`src/hw/rtl/ctd_pkg.sv`:
```
package ctd_pkg;

  // default width of the chunk size counter
  localparam int unsigned SIZE_BITS_DEF = 32;

  // what a result word carries
  typedef enum logic [1:0] {
    KIND_DATA = 2'd0,
    KIND_DONE = 2'd1,
    KIND_ERR  = 2'd2
  } kind_e;

  typedef struct packed {
    kind_e       kind;
    logic [7:0]  data;
    logic        last;
  } res_t;

  // up to two results caused by one input word
  typedef struct packed {
    logic [1:0]  num;
    res_t        r0;
    res_t        r1;
  } pair_t;

endpackage

```
`src/hw/rtl/ctd_step.sv`:
```
module ctd_step #(
  parameter int unsigned SIZE_BITS = ctd_pkg::SIZE_BITS_DEF
) (
  input  logic          clk_i,
  input  logic          rst_ni,
  input  logic          step_i,
  input  logic [7:0]    byte_i,
  input  logic          eob_i,
  output ctd_pkg::pair_t pair_o
);

  localparam logic [2:0] PH_LEAD   = 3'd0;
  localparam logic [2:0] PH_DIGITS = 3'd1;
  localparam logic [2:0] PH_TRAIL  = 3'd2;
  localparam logic [2:0] PH_EXT    = 3'd3;
  localparam logic [2:0] PH_DATA   = 3'd4;
  localparam logic [2:0] PH_CR     = 3'd5;
  localparam logic [2:0] PH_LF     = 3'd6;
  localparam logic [2:0] PH_TERM   = 3'd7;

  localparam logic [7:0] CH_CR   = 8'h0d;
  localparam logic [7:0] CH_LF   = 8'h0a;
  localparam logic [7:0] CH_SP   = 8'h20;
  localparam logic [7:0] CH_TAB  = 8'h09;
  localparam logic [7:0] CH_SEMI = 8'h3b;

  localparam logic [1:0] ACT_NONE = 2'd0;
  localparam logic [1:0] ACT_LINE = 2'd1;
  localparam logic [1:0] ACT_ERR  = 2'd2;

  localparam logic [SIZE_BITS-1:0] SZ_ONE = {{(SIZE_BITS-1){1'b0}}, 1'b1};

  logic [2:0]           ph_q, ph_d, ph_t;
  logic [SIZE_BITS-1:0] sz_q, sz_d;
  logic                 cr_q, cr_d;
  logic                 dg_q, dg_d;

  logic       is_hex, is_blank, skip;
  logic [3:0] hex_val;
  logic [1:0] act;
  logic       main_v, eob_err;
  ctd_pkg::res_t main_r, err_r;

  always_comb begin
    is_hex  = 1'b1;
    hex_val = 4'd0;
    if (byte_i >= 8'h30 && byte_i <= 8'h39) begin
      hex_val = 4'(byte_i - 8'h30);
    end else if (byte_i >= 8'h61 && byte_i <= 8'h66) begin
      hex_val = 4'(byte_i - 8'h57);
    end else if (byte_i >= 8'h41 && byte_i <= 8'h46) begin
      hex_val = 4'(byte_i - 8'h37);
    end else begin
      is_hex = 1'b0;
    end
  end

  // lone lf counts as a blank; cr is handled by the pending flag
  assign is_blank = (byte_i == CH_SP) || (byte_i == CH_TAB) || (byte_i == CH_LF);

  assign err_r = '{kind: ctd_pkg::KIND_ERR, data: 8'd0, last: 1'b1};

  always_comb begin
    ph_d   = ph_q;
    sz_d   = sz_q;
    cr_d   = cr_q;
    dg_d   = dg_q;
    ph_t   = ph_q;
    act    = ACT_NONE;
    skip   = 1'b0;
    main_v = 1'b0;
    main_r = err_r;

    unique case (ph_q)
      PH_LEAD, PH_DIGITS, PH_TRAIL, PH_EXT: begin
        if (cr_q) begin
          cr_d = 1'b0;
          if (byte_i == CH_LF) begin
            act  = ACT_LINE;
            skip = 1'b1;
          end else if (ph_q == PH_DIGITS) begin
            ph_t = PH_TRAIL;
          end
        end
        ph_d = ph_t;
        if (!skip) begin
          if (byte_i == CH_CR) begin
            cr_d = 1'b1;
          end else begin
            unique case (ph_t)
              PH_LEAD, PH_DIGITS: begin
                if (is_blank) begin
                  if (ph_t == PH_DIGITS) ph_d = PH_TRAIL;
                end else if (byte_i == CH_SEMI) begin
                  ph_d = PH_EXT;
                end else if (!is_hex) begin
                  act = ACT_ERR;
                end else if (sz_q[SIZE_BITS-1 -: 4] != 4'd0) begin
                  act = ACT_ERR;
                end else begin
                  ph_d = PH_DIGITS;
                  sz_d = {sz_q[SIZE_BITS-5:0], hex_val};
                  dg_d = 1'b1;
                end
              end
              PH_TRAIL: begin
                if (byte_i == CH_SEMI) begin
                  ph_d = PH_EXT;
                end else if (!is_blank) begin
                  act = ACT_ERR;
                end
              end
              default: begin
              end
            endcase
          end
        end
        if (act == ACT_LINE) begin
          if (!dg_q) begin
            act = ACT_ERR;
          end else if (sz_q == '0) begin
            ph_d   = PH_TERM;
            main_v = 1'b1;
            main_r = '{kind: ctd_pkg::KIND_DONE, data: 8'd0, last: 1'b1};
          end else begin
            ph_d = PH_DATA;
            dg_d = 1'b0;
          end
        end
        if (act == ACT_ERR) begin
          ph_d   = PH_TERM;
          main_v = 1'b1;
        end
      end
      PH_DATA: begin
        main_v = 1'b1;
        main_r = '{kind: ctd_pkg::KIND_DATA, data: byte_i, last: 1'b0};
        sz_d   = sz_q - SZ_ONE;
        if (sz_q == SZ_ONE) ph_d = PH_CR;
      end
      PH_CR: begin
        if (byte_i == CH_CR) begin
          ph_d = PH_LF;
        end else begin
          ph_d   = PH_TERM;
          main_v = 1'b1;
        end
      end
      PH_LF: begin
        if (byte_i == CH_LF) begin
          ph_d = PH_LEAD;
          sz_d = '0;
          dg_d = 1'b0;
          cr_d = 1'b0;
        end else begin
          ph_d   = PH_TERM;
          main_v = 1'b1;
        end
      end
      default: begin
      end
    endcase

    // end of body flags an unfinished message and rearms for the next one
    eob_err = eob_i && (ph_d != PH_TERM);
    if (eob_i) begin
      ph_d = PH_LEAD;
      sz_d = '0;
      cr_d = 1'b0;
      dg_d = 1'b0;
    end
  end

  always_comb begin
    pair_o.r1 = err_r;
    if (main_v) begin
      pair_o.num = eob_err ? 2'd2 : 2'd1;
      pair_o.r0  = main_r;
    end else begin
      pair_o.num = eob_err ? 2'd1 : 2'd0;
      pair_o.r0  = err_r;
    end
  end

  always_ff @(posedge clk_i or negedge rst_ni) begin
    if (!rst_ni) begin
      ph_q <= PH_LEAD;
      sz_q <= '0;
      cr_q <= 1'b0;
      dg_q <= 1'b0;
    end else if (step_i) begin
      ph_q <= ph_d;
      sz_q <= sz_d;
      cr_q <= cr_d;
      dg_q <= dg_d;
    end
  end

  a_eob_rearms: assert property (@(posedge clk_i) disable iff (!rst_ni)
    step_i && eob_i |=> ph_q == PH_LEAD && sz_q == '0 && !cr_q && !dg_q)
    else $error("state not rearmed after end of body");

  a_data_nonzero: assert property (@(posedge clk_i) disable iff (!rst_ni)
    ph_q == PH_DATA |-> sz_q != '0)
    else $error("payload phase with zero bytes left");

  a_pending_cr: assert property (@(posedge clk_i) disable iff (!rst_ni)
    cr_q |-> ph_q == PH_LEAD || ph_q == PH_DIGITS || ph_q == PH_TRAIL || ph_q == PH_EXT)
    else $error("cr pending outside a size line");

endmodule

```
`src/hw/rtl/ctd_out_fifo.sv`:
```
module ctd_out_fifo (
  input  logic           clk_i,
  input  logic           rst_ni,
  input  logic           push_i,
  input  ctd_pkg::pair_t pair_i,
  output logic           full_o,
  output logic           valid_o,
  input  logic           ready_i,
  output ctd_pkg::res_t  res_o
);

  ctd_pkg::pair_t ent_q [2];
  logic           wr_ptr_q, rd_ptr_q, sub_q;
  logic [1:0]     cnt_q;
  logic           fire, pop;
  ctd_pkg::pair_t head;

  assign head    = ent_q[rd_ptr_q];
  assign full_o  = (cnt_q == 2'd2);
  assign valid_o = (cnt_q != 2'd0);
  assign res_o   = sub_q ? head.r1 : head.r0;
  assign fire    = valid_o && ready_i;
  // the entry leaves once its last word is taken
  assign pop     = fire && (sub_q || head.num == 2'd1);

  always_ff @(posedge clk_i) begin
    if (push_i) ent_q[wr_ptr_q] <= pair_i;
  end

  always_ff @(posedge clk_i or negedge rst_ni) begin
    if (!rst_ni) begin
      wr_ptr_q <= 1'b0;
      rd_ptr_q <= 1'b0;
      sub_q    <= 1'b0;
      cnt_q    <= 2'd0;
    end else begin
      if (push_i) wr_ptr_q <= ~wr_ptr_q;
      if (pop) begin
        rd_ptr_q <= ~rd_ptr_q;
        sub_q    <= 1'b0;
      end else if (fire) begin
        sub_q <= 1'b1;
      end
      cnt_q <= cnt_q + 2'(push_i) - 2'(pop);
    end
  end

  a_no_overflow: assert property (@(posedge clk_i) disable iff (!rst_ni)
    push_i |-> !full_o)
    else $error("push into full result queue");

  a_sub_pair: assert property (@(posedge clk_i) disable iff (!rst_ni)
    sub_q |-> valid_o && head.num == 2'd2)
    else $error("second word selected on a single-word entry");

  a_count_range: assert property (@(posedge clk_i) disable iff (!rst_ni)
    cnt_q != 2'd3)
    else $error("result queue count out of range");

endmodule

```
`src/hw/rtl/chunked_transfer_decoder_core.sv`:
```
// chunked transfer decoder: strips http/1.1 chunk framing from a body stream
//
// slave side: one body byte per word on s_axis_tdata_i, s_axis_tlast_i set on the
//   final byte of a body. master side: one result word per transfer, tuser gives
//   its kind (payload byte, done, error), tdata the payload byte (zero otherwise),
//   tlast marks the done or error word that closes the body.
// a byte is taken into an input register, decoded from there once the result queue
//   has room, and its results written into a two-entry result queue, which offers
//   them one word at a time on the master side.
// throughput is one byte per clock while each byte yields at most one result and
//   the receiver keeps up; a payload byte that also ends the body early yields two
//   words, which the single result port then hands out one after the other.
// s_axis_tready_o depends only on registers: it drops while the input register is
//   loaded and the result queue is full, so a stalled receiver backs up into the
//   sender after at most three bytes that carry results; bytes of a size line
//   carry none and pass only while the queue has room; nothing is lost or dropped.
// reset clears the parser to the start of a size line and empties the queue;
//   every end of body does the same for the parser.
module chunked_transfer_decoder_core #(
  parameter int unsigned SIZE_BITS = ctd_pkg::SIZE_BITS_DEF
) (
  input  logic       clk_i,
  input  logic       rst_ni,
  input  logic       s_axis_tvalid_i,
  output logic       s_axis_tready_o,
  input  logic [7:0] s_axis_tdata_i,  // [7:0] data_byte
  input  logic       s_axis_tlast_i,  // end_of_body
  output logic       m_axis_tvalid_o,
  input  logic       m_axis_tready_i,
  output logic [7:0] m_axis_tdata_o,  // [7:0] out_byte
  output logic [1:0] m_axis_tuser_o,  // [1:0] kind
  output logic       m_axis_tlast_o   // final_res
);

  // input register
  logic       in_vld_q;
  logic [7:0] in_byte_q;
  logic       in_eob_q;

  logic           q_full, step, s_fire;
  ctd_pkg::pair_t pair;
  ctd_pkg::res_t  res;

  // the held word is decoded whenever the queue has room
  assign step            = in_vld_q && !q_full;
  assign s_axis_tready_o = !in_vld_q || !q_full;
  assign s_fire          = s_axis_tvalid_i && s_axis_tready_o;

  always_ff @(posedge clk_i) begin
    if (s_fire) begin
      in_byte_q <= s_axis_tdata_i;
      in_eob_q  <= s_axis_tlast_i;
    end
  end

  always_ff @(posedge clk_i or negedge rst_ni) begin
    if (!rst_ni) begin
      in_vld_q <= 1'b0;
    end else if (s_fire) begin
      in_vld_q <= 1'b1;
    end else if (step) begin
      in_vld_q <= 1'b0;
    end
  end

  ctd_step #(
    .SIZE_BITS (SIZE_BITS)
  ) u_step (
    .clk_i  (clk_i),
    .rst_ni (rst_ni),
    .step_i (step),
    .byte_i (in_byte_q),
    .eob_i  (in_eob_q),
    .pair_o (pair)
  );

  ctd_out_fifo u_out_fifo (
    .clk_i   (clk_i),
    .rst_ni  (rst_ni),
    .push_i  (step && (pair.num != 2'd0)),
    .pair_i  (pair),
    .full_o  (q_full),
    .valid_o (m_axis_tvalid_o),
    .ready_i (m_axis_tready_i),
    .res_o   (res)
  );

  assign m_axis_tdata_o = res.data;
  assign m_axis_tuser_o = res.kind;
  assign m_axis_tlast_o = res.last;

endmodule
```
`config.mk`:
```
export PLATFORM = sky130hd
export DESIGN_NAME = chunked_transfer_decoder_core
export DESIGN_NICKNAME = d
export VERILOG_FILES = /design/src/hw/rtl/ctd_pkg.sv /design/src/hw/rtl/ctd_step.sv /design/src/hw/rtl/ctd_out_fifo.sv /design/src/hw/rtl/chunked_transfer_decoder_core.sv
export SDC_FILE = /design/constraint.sdc
export NUM_CORES = 1
export LEC_CHECK = 0
export BUFFER_PORTS_ARGS = -buffer_cell sky130_fd_sc_hd__buf_2
export CAP_MARGIN = 20
export CORE_UTILIZATION = 57
export DETAILED_ROUTE_END_ITERATION = 7
export GPL_ROUTABILITY_DRIVEN = 0
export PLACE_DENSITY = 0.75
export SLEW_MARGIN = 20
export SYNTH_ARGS = -nofsm -noshare
export SYNTH_HDL_FRONTEND = slang
export SYNTH_SLANG_ARGS = --single-unit
export TNS_END_PERCENT = 10
```
`constraint.sdc`:
```
create_clock -name clk_i -period 4.6 [get_ports clk_i]
set_clock_uncertainty 0.05 [all_clocks]
set_input_delay 0.46 -clock clk_i [delete_from_list [all_inputs] [get_ports clk_i]]
set_output_delay 0.46 -clock clk_i [all_outputs]
set_load 0.005 [all_outputs]
```
==> key figures <==
Logic synthesis
  • Synth async-reset ratio: 0.551
  • Xor and xnor area share after synthesis: 0.0296
  • Synth area leaders: dfrtp_1, edfxtp_1, o21ai_1
  • Yosys cell types: 65
  • Yosys warns: 0
  • Area share of the largest cell type after synthesis: 0.242
  • Sequential-to-total area share from yosys stat: 0.479
  • Post-synth EDFFs: 35
  • Dominant combinational cell family by area after synthesis: compound AO/OA/AOI/OAI gates
  • Synthesized flop and latch total: 78
  • Simple-gate share of the synthesized area: 0.189
  • Cells after Synth: 459
  • Post-synthesis compound-gate area fraction: 0.211
  • Main synth FF type: dfrtp_1
  • Area of the mapped netlist: 4440 µm²
  • Synth Net Count: 482
  • Mux share of post-synthesis cell area: 0.0228
  • Syn_area_per_cell: 9.67 µm²
  • Adder-cell share of the synthesized area: 0.0282
  • Post-synth top area cell: dfrtp_1

Final layout
  • Register Area: 2130 µm²
  • Layout cells sized above 1: 0.125
  • Filler Cells Inserted: 619
  • Area of the multi-input gates: 2130 µm²
  • Core Util, Final: 0.652
  • Antenna fix cells: 0
  • P&R area growth vs syn: 8.88%
  • Post-layout nets: 499
  • Most common cell after layout, fill and taps aside: nor2_1
  • Most frequent cells in the layout: nor2_1, o21ai_1, dfrtp_1

STA
  • Post-layout min period: 4050 ps
  • Worst Tran Pin Value: 1030 ps
  • Fin. Hold Viols: 0
  • RSZ-0062 raised after global routing: false
  • Slew headroom: 0.314
  • Max-slew violation count: 0
  • TNS Setup: 0 ps
  • Final Setup Violations: 0
  • Tcrit/Tclk final: 0.881
  • Fmax: 0.247 GHz

Route
  • DRT Wirelength: 9770 µm
  • Via Count: 3626
  • Detail Route Antenna Nets: 0
  • Drt first pass iters: 5
  • Drt drc: 0
  • Initial drt markers: 314
  • Via density: 6.25
  • Routed len/inst: 16.8 µm

Critical path
  • Critical path arrival: 4280 ps
  • Worst path max stage delay: 550 ps
  • CP Capture Type: flop
  • Max FO, Critical Path: 5
  • Critical path class: flop to flop
  • Crit-path cells: or4b_1 -> or3_4 -> a21bo_1 -> o311ai_1 -> a21oi_1 -> a211oi_2 -> o21ai_1 -> ha_1 -> or2_2 -> ha_1 -> inv_1 -> ha_1 -> xnor2_1 -> xnor2_1
  • CP Data Required Time: 4830 ps
  • Buffers & Inverters on Critical Path: 1
  • Delay-heaviest family, CP: simple AND/OR/NAND/NOR gates
  • Most used cell, CP: ha_1
  • CP Launch Type: flop
  • Slowest-stage cell, CP: or4b_1

Clocking
  • H-tree Lvls: 3
  • CTS tree: built
  • Clk Latency, worst-skew pair: 350 ps
  • Post-CTS setup buffer count: 0
  • CTS Sinks: 78
  • Clock Tree Root: clkbuf_8
  • # hold bufs at CTS: 0
  • Post-cts repair resize count: 0
  • Num CTS Buffers: 9
  • Clock transition at path regs: 90 ps
  • Clock Path Buffers: 2

Global routing
  • Initial antenna violation count: 0
  • Vias in the first global route: 3429
  • First-pass GRT wire length: 16400 µm
  • Grt ovf: 0
  • Gr usage total: 0.253
  • Largest net degree at the start of global routing: 44

Pwr
  • Clk pwr share: 0.133
  • Int Pwr: 2.09 mW
  • Post-layout power: 3.90 mW
  • Peak VDD IR: 0.000374 V
  • Combinational power share: 0.526
  • NetSw: 1.81 mW
  • Sw Ratio: 0.464
  • PwrDens: 806 nW/µm²
  • Leakage: 1.97 nW
  • Seq pwr share: 0.341

Floorplan
  • DIE AREA: 8140 µm²
  • Site Rows: 31
  • Die height: 90.2 µm
  • Starting density of the core: 0.599
  • CORE AREA: 7410 µm²
  • # IOs: 26
  • Die Width: 90.2 µm

Status
  • Status: finished clean

Run
  • Maxcap violations: 0

Placed design
  • Detailed Place HPWL: 6630 µm
  • Port bufs: 25

Hold path
  • Worst hold-check path type: input port to asynchronous set/reset pin
==> cell families after synthesis <==
| group | after synthesis |
|---|---|
| simple gates | 159 |
| xor+xnor | 15 |
| fa+ha+maj | 10 |
| compound gates | 142 |
| buf+inv | 45 |
| mux | 10 |
| flops | 78 |
==> worst paths after layout <==
kind	start	cells after the start	to	slack, ps
worst max-delay path	in_byte_q[3]$_DFFE_PP_	14	u_out_fifo.cnt_q[1]$_DFF_PN0_	550
worst min-delay path	rst_ni	1	u_out_fifo.rd_ptr_q$_DFFE_PN0P_	30
worst max register to register	in_byte_q[3]$_DFFE_PP_	14	u_out_fifo.cnt_q[1]$_DFF_PN0_	550
worst min register to register	u_out_fifo.wr_ptr_q$_DFFE_PN0P_	1	u_out_fifo.wr_ptr_q$_DFFE_PN0P_	470
max in group asynchronous	rst_ni	1	u_step.sz_q[1]$_DFFE_PN0P_	4070
min in group clk_i	s_axis_tdata_i[0]	1	in_byte_q[0]$_DFFE_PP_	230
==> cell usage after synthesis (3+ instances only) <==
cell	n
and2_1	8
nor3_1	15
nor2b_1	7
xnor2_1	9
a22oi_1	12
nand2_1	28
nand3_1	4
clkbuf_1	22
o31ai_1	9
o311ai_1	3
inv_1	18
a21oi_1	23
nand2b_1	5
or2_2	3
a32oi_1	13
nor4_2	3
xor2_1	6
o21ai_0	3
a22o_1	4
edfxtp_1	35
ha_1	10
or3_1	4
nor2_1	48
nor4_1	8
mux2i_1	9
dfrtp_1	43
o22ai_1	3
and3_1	6
o21ai_1	47
==> final cells by class <==
type / count / share of cell area
clock buffers: 10 / 0.0264
clock inverters: 6 / 0.0148
inverters: 20 / 0.0155
multi-input cells: 336 / 0.442
flip-flops and latches: 78 / 0.440
well taps: 99 / 0.0256
repair buffers: 31 / 0.0357
==> power groups by stage <==
stage / registers [mW] / logic, mW / clock network (mW)
global route: 1.37 / 2.31 / 0.554
floorplan: 1.19 / 1.68 / 0
detailed placement: 1.34 / 2.03 / 0
global placement: 1.33 / 1.98 / 0
CTS: 1.32 / 2.04 / 0.528
finish: 1.33 / 2.05 / 0.520
==> state kept, by name (all words and copies together) (netlist names) <==
name / count
u_out_fifo.wr_ptr_q: 1
u_out_fifo.rd_ptr_q: 1
u_step.dg_q: 1
in_eob_q: 1
u_step.ph_q: 3
u_step.sz_q: 32
in_vld_q: 1
u_out_fifo.cnt_q: 2
u_step.cr_q: 1
u_out_fifo.sub_q: 1
u_out_fifo.ent_q: 26
in_byte_q: 8
==> layer usage <==
| layer | track usage | vias up | wire length, µm | share of wire |
|---|---|---|---|---|
| li1 | - | 1741 | - | - |
| met5 | 0 | - | 0 | 0 |
| met2 | 0.383 | 140 | 4360 | 0.45 |
| met1 | 0.358 | 1727 | 4580 | 0.47 |
| met4 | 0.0901 | 0 | 157 | 0.016 |
| met3 | 0.0575 | 18 | 662 | 0.068 |
==> stage by stage <==
stage                     hold WS [ps]  instance area [µm²]  cells  setup WS (ps)
after CTS                          218                 4830    580            617
after global routing              74.7                 4830    580            361
after floorplan                    114                 4440    459            713
after detailed placement           454                 4630    564            640
final                             32.0                 4830    580            550
after global placement             434                 4630    564            730
(Power assumes the default switching activity.)
